**src/sv/ptb_pkg.sv**
```systemverilog
// shared types and constants for the periodic timer bank
`default_nettype none

package ptb_pkg;

   localparam int TIMER_CNT_DEFAULT = 16;
   localparam logic [31:0] NONE_READY = 32'hFFFF_FFFF;

   typedef enum logic [3:0] {
      OP_SERVICE = 4'd0,
      OP_ADVANCE = 4'd1,
      OP_CREATE  = 4'd2,
      OP_DESTROY = 4'd3,
      OP_PAUSE   = 4'd4,
      OP_RESUME  = 4'd5,
      OP_READY   = 4'd6,
      OP_RESTART = 4'd7,
      OP_REPEAT  = 4'd8,
      OP_AUTODEL = 4'd9,
      OP_PERIOD  = 4'd10
   } op_type;

   // command broadcast to every slot cell
   typedef struct packed {
      logic               valid;
      op_type             op;
      logic [3:0]         slot;
      logic [31:0]        amount;
      logic signed [31:0] repeat_value;
      logic               auto_delete_flag;
   } cmd_type;

   // service token and running minimum handed from cell to cell
   typedef struct packed {
      logic        tok;
      logic [31:0] tmin;
   } link_type;

endpackage

`default_nettype wire

```
**src/sv/ptb_cell.sv**
```systemverilog
// one timer slot: its state, command decode and service step
`default_nettype none

module ptb_cell #(
   parameter int CELL_INDEX = 0
) (
   input  logic              clock,
   input  logic              reset,
   input  ptb_pkg::cmd_type  cmd,
   input  logic [31:0]       tick_now,
   input  logic              step_en,
   input  ptb_pkg::link_type link_in,
   output ptb_pkg::link_type link_out,
   output logic              fire
);
   import ptb_pkg::*;

   logic               active_ff, active_in;
   logic               paused_ff, paused_in;
   logic               auto_del_ff, auto_del_in;
   logic [31:0]        period_ff, period_in;
   logic [31:0]        last_run_ff, last_run_in;
   logic signed [31:0] repeats_ff, repeats_in;
   logic               tok_ff, tok_in;
   logic [31:0]        tmin_ff, tmin_in;

   logic        hit;
   logic [31:0] elapsed;
   logic        due;
   logic [31:0] rem;
   logic        live;
   logic        serve;
   logic        dec;
   logic        freed;
   logic        keep;

   assign hit     = cmd.valid && ({28'd0, cmd.slot} == 32'(CELL_INDEX));
   assign elapsed = tick_now - last_run_ff;
   assign due     = elapsed >= period_ff;
   // a slot that fires restarts at zero elapsed, so its remaining time is the period
   assign rem     = due ? period_ff : (period_ff - elapsed);
   assign live    = active_ff && !paused_ff;
   assign serve   = tok_ff && step_en;
   assign fire    = serve && live && due;
   assign dec     = fire && (repeats_ff > 32'sd0);
   assign freed   = dec && (repeats_ff == 32'sd1) && auto_del_ff;
   assign keep    = live && !freed;

   assign link_out.tok  = serve;
   assign link_out.tmin = (keep && (rem < tmin_ff)) ? rem : tmin_ff;

   always_comb begin
      active_in   = active_ff;
      paused_in   = paused_ff;
      auto_del_in = auto_del_ff;
      period_in   = period_ff;
      last_run_in = last_run_ff;
      repeats_in  = repeats_ff;
      tmin_in     = tmin_ff;
      if (link_in.tok) begin
         tok_in  = 1'b1;
         tmin_in = link_in.tmin;
      end else if (serve) begin
         tok_in = 1'b0;
      end else begin
         tok_in = tok_ff;
      end

      if (fire) begin
         last_run_in = tick_now;
         if (dec) begin
            repeats_in = repeats_ff - 32'sd1;
         end
         if (freed) begin
            active_in = 1'b0;
         end
      end

      if (hit) begin
         if (cmd.op == OP_CREATE) begin
            period_in   = cmd.amount;
            last_run_in = tick_now;
            repeats_in  = cmd.repeat_value;
            paused_in   = 1'b0;
            auto_del_in = 1'b1;
            active_in   = 1'b1;
         end else if (active_ff) begin
            case (cmd.op)
               OP_DESTROY: active_in   = 1'b0;
               OP_PAUSE:   paused_in   = 1'b1;
               OP_RESUME:  paused_in   = 1'b0;
               OP_READY:   last_run_in = tick_now - period_ff;
               OP_RESTART: last_run_in = tick_now;
               OP_REPEAT:  repeats_in  = cmd.repeat_value;
               OP_AUTODEL: auto_del_in = cmd.auto_delete_flag;
               OP_PERIOD:  period_in   = cmd.amount;
               default: ;
            endcase
         end
      end
   end

   always_ff @(posedge clock) begin
      if (reset) begin
         active_ff <= 1'b0;
         paused_ff <= 1'b0;
         tok_ff    <= 1'b0;
      end else begin
         active_ff <= active_in;
         paused_ff <= paused_in;
         tok_ff    <= tok_in;
      end
      auto_del_ff <= auto_del_in;
      period_ff   <= period_in;
      last_run_ff <= last_run_in;
      repeats_ff  <= repeats_in;
      tmin_ff     <= tmin_in;
   end

endmodule

`default_nettype wire

```
**config.mk**
```make
export PLATFORM = sky130hd
export DESIGN_NAME = ptb_cell
export DESIGN_NICKNAME = d
export VERILOG_FILES = /design/src/sv/ptb_pkg.sv /design/src/sv/ptb_cell.sv
export SDC_FILE = /design/constraint.sdc
export NUM_CORES = 1
export LEC_CHECK = 0
export BUFFER_PORTS_ARGS = -buffer_cell sky130_fd_sc_hd__buf_2
export CELL_PAD_IN_SITES_DETAIL_PLACEMENT = 1
export CELL_PAD_IN_SITES_GLOBAL_PLACEMENT = 2
export CORE_UTILIZATION = 29
export DETAILED_ROUTE_END_ITERATION = 8
export HOLD_SLACK_MARGIN = 0.1
export PLACE_DENSITY_LB_ADDON = 0.2
export SLEW_MARGIN = 20
export SYNTH_ARGS = -nofsm -noshare
export SYNTH_HDL_FRONTEND = slang
export SYNTH_SLANG_ARGS = --single-unit
export TNS_END_PERCENT = 30
```
**constraint.sdc**
```tcl
create_clock -name clock -period 24.2 [get_ports clock]
set_clock_uncertainty 0.1 [all_clocks]
set_input_delay 2.42 -clock clock [delete_from_list [all_inputs] [get_ports clock]]
set_output_delay 2.42 -clock clock [all_outputs]
set_load 0.005 [all_outputs]
```
==> results by group <==
Pwr
  – Static Leak: approximately 0.0061 uW
  – Power per Cell Area: 54.40 nW/um^2
  – Final total power: 746.6 uW
  – Max VDD drop: 0.00004519 V

Detailed routing
  – WL/cell: between 15 and 20 um
  – Via density: slightly above 5
  – DRT iter0 DRCs: approximately 480
  – DRC violations left: 0
  – Drt pass-1 iters: 5
  – Drt total wl: ~39000 um
  – DRT antenna net count: 0
  – Via count: roughly 10000

Timing
  – RSZ-0062 raised after global routing: no
  – Worst slew margin: between 30% and 40%
  – Final period utilization: roughly 53%
  – Fin. max-slew vios: 0
  – Worst Max-Slew Pin Slew: ~1 ns
  – Setup TNS: 0 ns
  – Fin crit period: roughly 13 ns
  – Final worst slack: around 11 ns
  – Hold_ws: between 0.3 and 0.4 ns
  – Fmax: 77.53 MHz
  – Final hold violation count: 0
  – Final Setup Violations: 0

Layout
  – Filler cells: around 4800
  – Antenna cells: 0
  – Register cell area after layout: 3293 um^2
  – Share of cells above drive strength 1: a little under a fifth
  – Nets: between 1500 and 2000
  – Area grow syn2layout: 16.82%
  – Final Util: between 30 and 40%
  – Area occupied by multi-input gates: 7766 um^2

Logic synthesis
  – Post-synthesis instance total: roughly 1400
  – Ys async rst share: 0%
  – Register area share after synthesis: around 28%
  – Synth top area share: between 15 and 20%
  – #FFs+latches synth: about 130
  – Average size of a mapped cell: approximately 8.5 um^2
  – Commonest cells post-synth: a21oi_1 (135), inv_1 (131), ha_1 (128)
  – Synth area leader: edfxtp_1
  – Ys Warns: 0
  – Cell with the most instances after synthesis: a21oi_1
  – Unique masters post-synth: slightly below 80
  – Synth Flop Type: dfxtp_1
  – Top cells by area, synth: edfxtp_1 (17%), ha_1 (14%), dfxtp_1 (11%), a21oi_1 (5.8%), xnor2_1 (4.7%)
  – Number of flops mapped to enable cells by yosys: 65
  – Syn Nets: roughly 1600
  – Synthesized area: between 10000 and 15000 um^2

Worst hold path
  – WHS Path Cells: 1
  – HP Class: reg -> reg
  – WHS Endpoint: last_run_ff[6]
  – Min-delay src: last_run_ff[6]

Clock tree
  – Clk root buf: clkbuf_16
  – Total CTS buffers: 17
  – CTS Buffer Depth: 2
  – Clock slew at reported path FFs: roughly 0.06 ns
  – Hold-fix buffers, CTS: 0
  – CTS HTree Levels: 4
  – CTS tree: yes
  – Clock Latency Late Sink: approximately 0.46 ns
  – # clock sinks: roughly 130
  – Setup Fix Bufs, Post-CTS: 0
  – Post-CTS resize count: 0

Global routing
  – Grt total ovfl: 0
  – GRT Util Overall: 19.21%
  – Antenna violations before repair: 6
  – Largest net degree at the start of global routing: between 60 and 70
  – First-pass GRT wire length: 60450 um
  – Vias in the first global route: 10700

Floorplanning
  – Core area: approximately 40000 um^2
  – Initial Util: roughly 29%
  – Die area: just over 40000 um^2
  – I/O pins: between 150 and 200
  – DIE WIDTH: around 200 um
  – Row count: 73
  – Die Height: 203.3 um

Worst setup path
  – Max FO, Critical Path: 35
  – RR Endpoint: last_run_ff[24]
  – CP endpoint kind: primary output
  – Worst Setup Path Type: in -> out
  – RR Startpoint: last_run_ff[2]
  – Crit path DAT: between 10 and 15 ns
  – Max incr delay on CP: approximately 0.64 ns
  – Critical path required time: 21.68 ns
  – CP startpoint: tick_now[0]
  – Reg2Reg Depth: 25
  – Top delay family on crit path: compound AO/OA/AOI/OAI gates
  – Flop2flop setup slack: ~17 ns
  – WP buf/inv: 5
  – Crit-path slowest cell: a221oi_1
  – Critical path launch point type: primary input

Status
  – Run status: completed

Placement
  – Pre-CTS WS: about 11 ns
  – Post-DP HPWL: about 32000 um
  – Routability Congestion: between 0.8 and 0.9
  – IO buf count: around 180

Run
  – Max Cap Viol: 0
placed cells by master, fill, tap and decap left out, types with 5 or more instances in the layout:
master / count
buf_4: 11
dfxtp_1: 67
nand3_1: 24
and3_1: 6
nor2b_1: 16
or3_1: 8
nand2_1: 87
a211oi_1: 5
or2_2: 11
buf_2: 175
edfxtp_1: 65
nand2b_1: 17
and4_1: 6
clkbuf_16: 18
xnor2_1: 63
a221o_1: 9
and2_1: 11
nor3_1: 20
o21bai_1: 14
o31ai_1: 7
nor4_1: 8
a21o_1: 48
a22oi_1: 21
nand4_1: 19
nor2_1: 104
o21a_1: 14
o2111ai_1: 5
a21boi_0: 7
o221ai_1: 15
xor2_1: 43
nor3b_1: 8
mux2_4: 30
o211ai_1: 7
o21ai_0: 96
ha_1: 128
a31oi_1: 9
a21oi_1: 134
inv_1: 131
per-layer routing:
| metal | GRT usage [%] | up-vias | wire length, um |
|---|---|---|---|
| met3 | 4.187 | 39 | 1576 |
| met2 | 30.84 | 177 | 17630 |
| met5 | 0 | - | 66 |
| li1 | - | 5320 | - |
| met4 | 5.612 | 10 | 639 |
| met1 | 25.68 | 4941 | 19150 |
state kept, by name, indices dropped and copies added (netlist names):
| name | cells |
|---|---|
| last_run_ff | 32 |
| period_ff | 32 |
| repeats_ff | 32 |
| tmin_ff | 32 |
| active_ff | 1 |
| auto_del_ff | 1 |
| paused_ff | 1 |
| tok_ff | 1 |
cell type report:
class / count / share of cell area (%)
well taps: 525 / 4.787
inverters: 131 / 3.583
repair buffers: 186 / 6.984
flip-flops and latches: 132 / 24.00
multi-input cells: 1071 / 56.59
clock buffers: 21 / 3.519
clock inverters: 11 / 0.5379
worst max-delay path by stage:
stage              endpoint  cells past startpoint
3_3_place_gp    link_out[0]                     36
5_1_grt        link_out[31]                     36
4_1_cts        link_out[31]                     36
3_5_place_dp    link_out[0]                     36
2_1_floorplan  link_out[10]                     33
6_report        link_out[0]                     36
logic make-up after synthesis:
group                      share of synthesized area, %
adders and majority gates                         14.14
AOI/OAI and AO/OA                                 23.47
and+or+nand+nor                                   15.90
buffers and inverters                             5.986
xor gates and xnor gates                          7.903
muxes                                             4.558
DFF                                               28.03
report_power, final:
group | switching (uW) | internal, uW
logic | 135 | 105
clock network | 108 | 142
registers | 8.73 | 247
through the flow:
stage | instances | instance area [um^2]
after floorplan | 1374 | 11750
after global placement | 2045 | 13170
after detailed placement | 2045 | 13170
after CTS | 2077 | 13720
after global routing | 2077 | 13720
final | 2077 | 13720
Note: power is estimated with default switching activity, not from simulation.
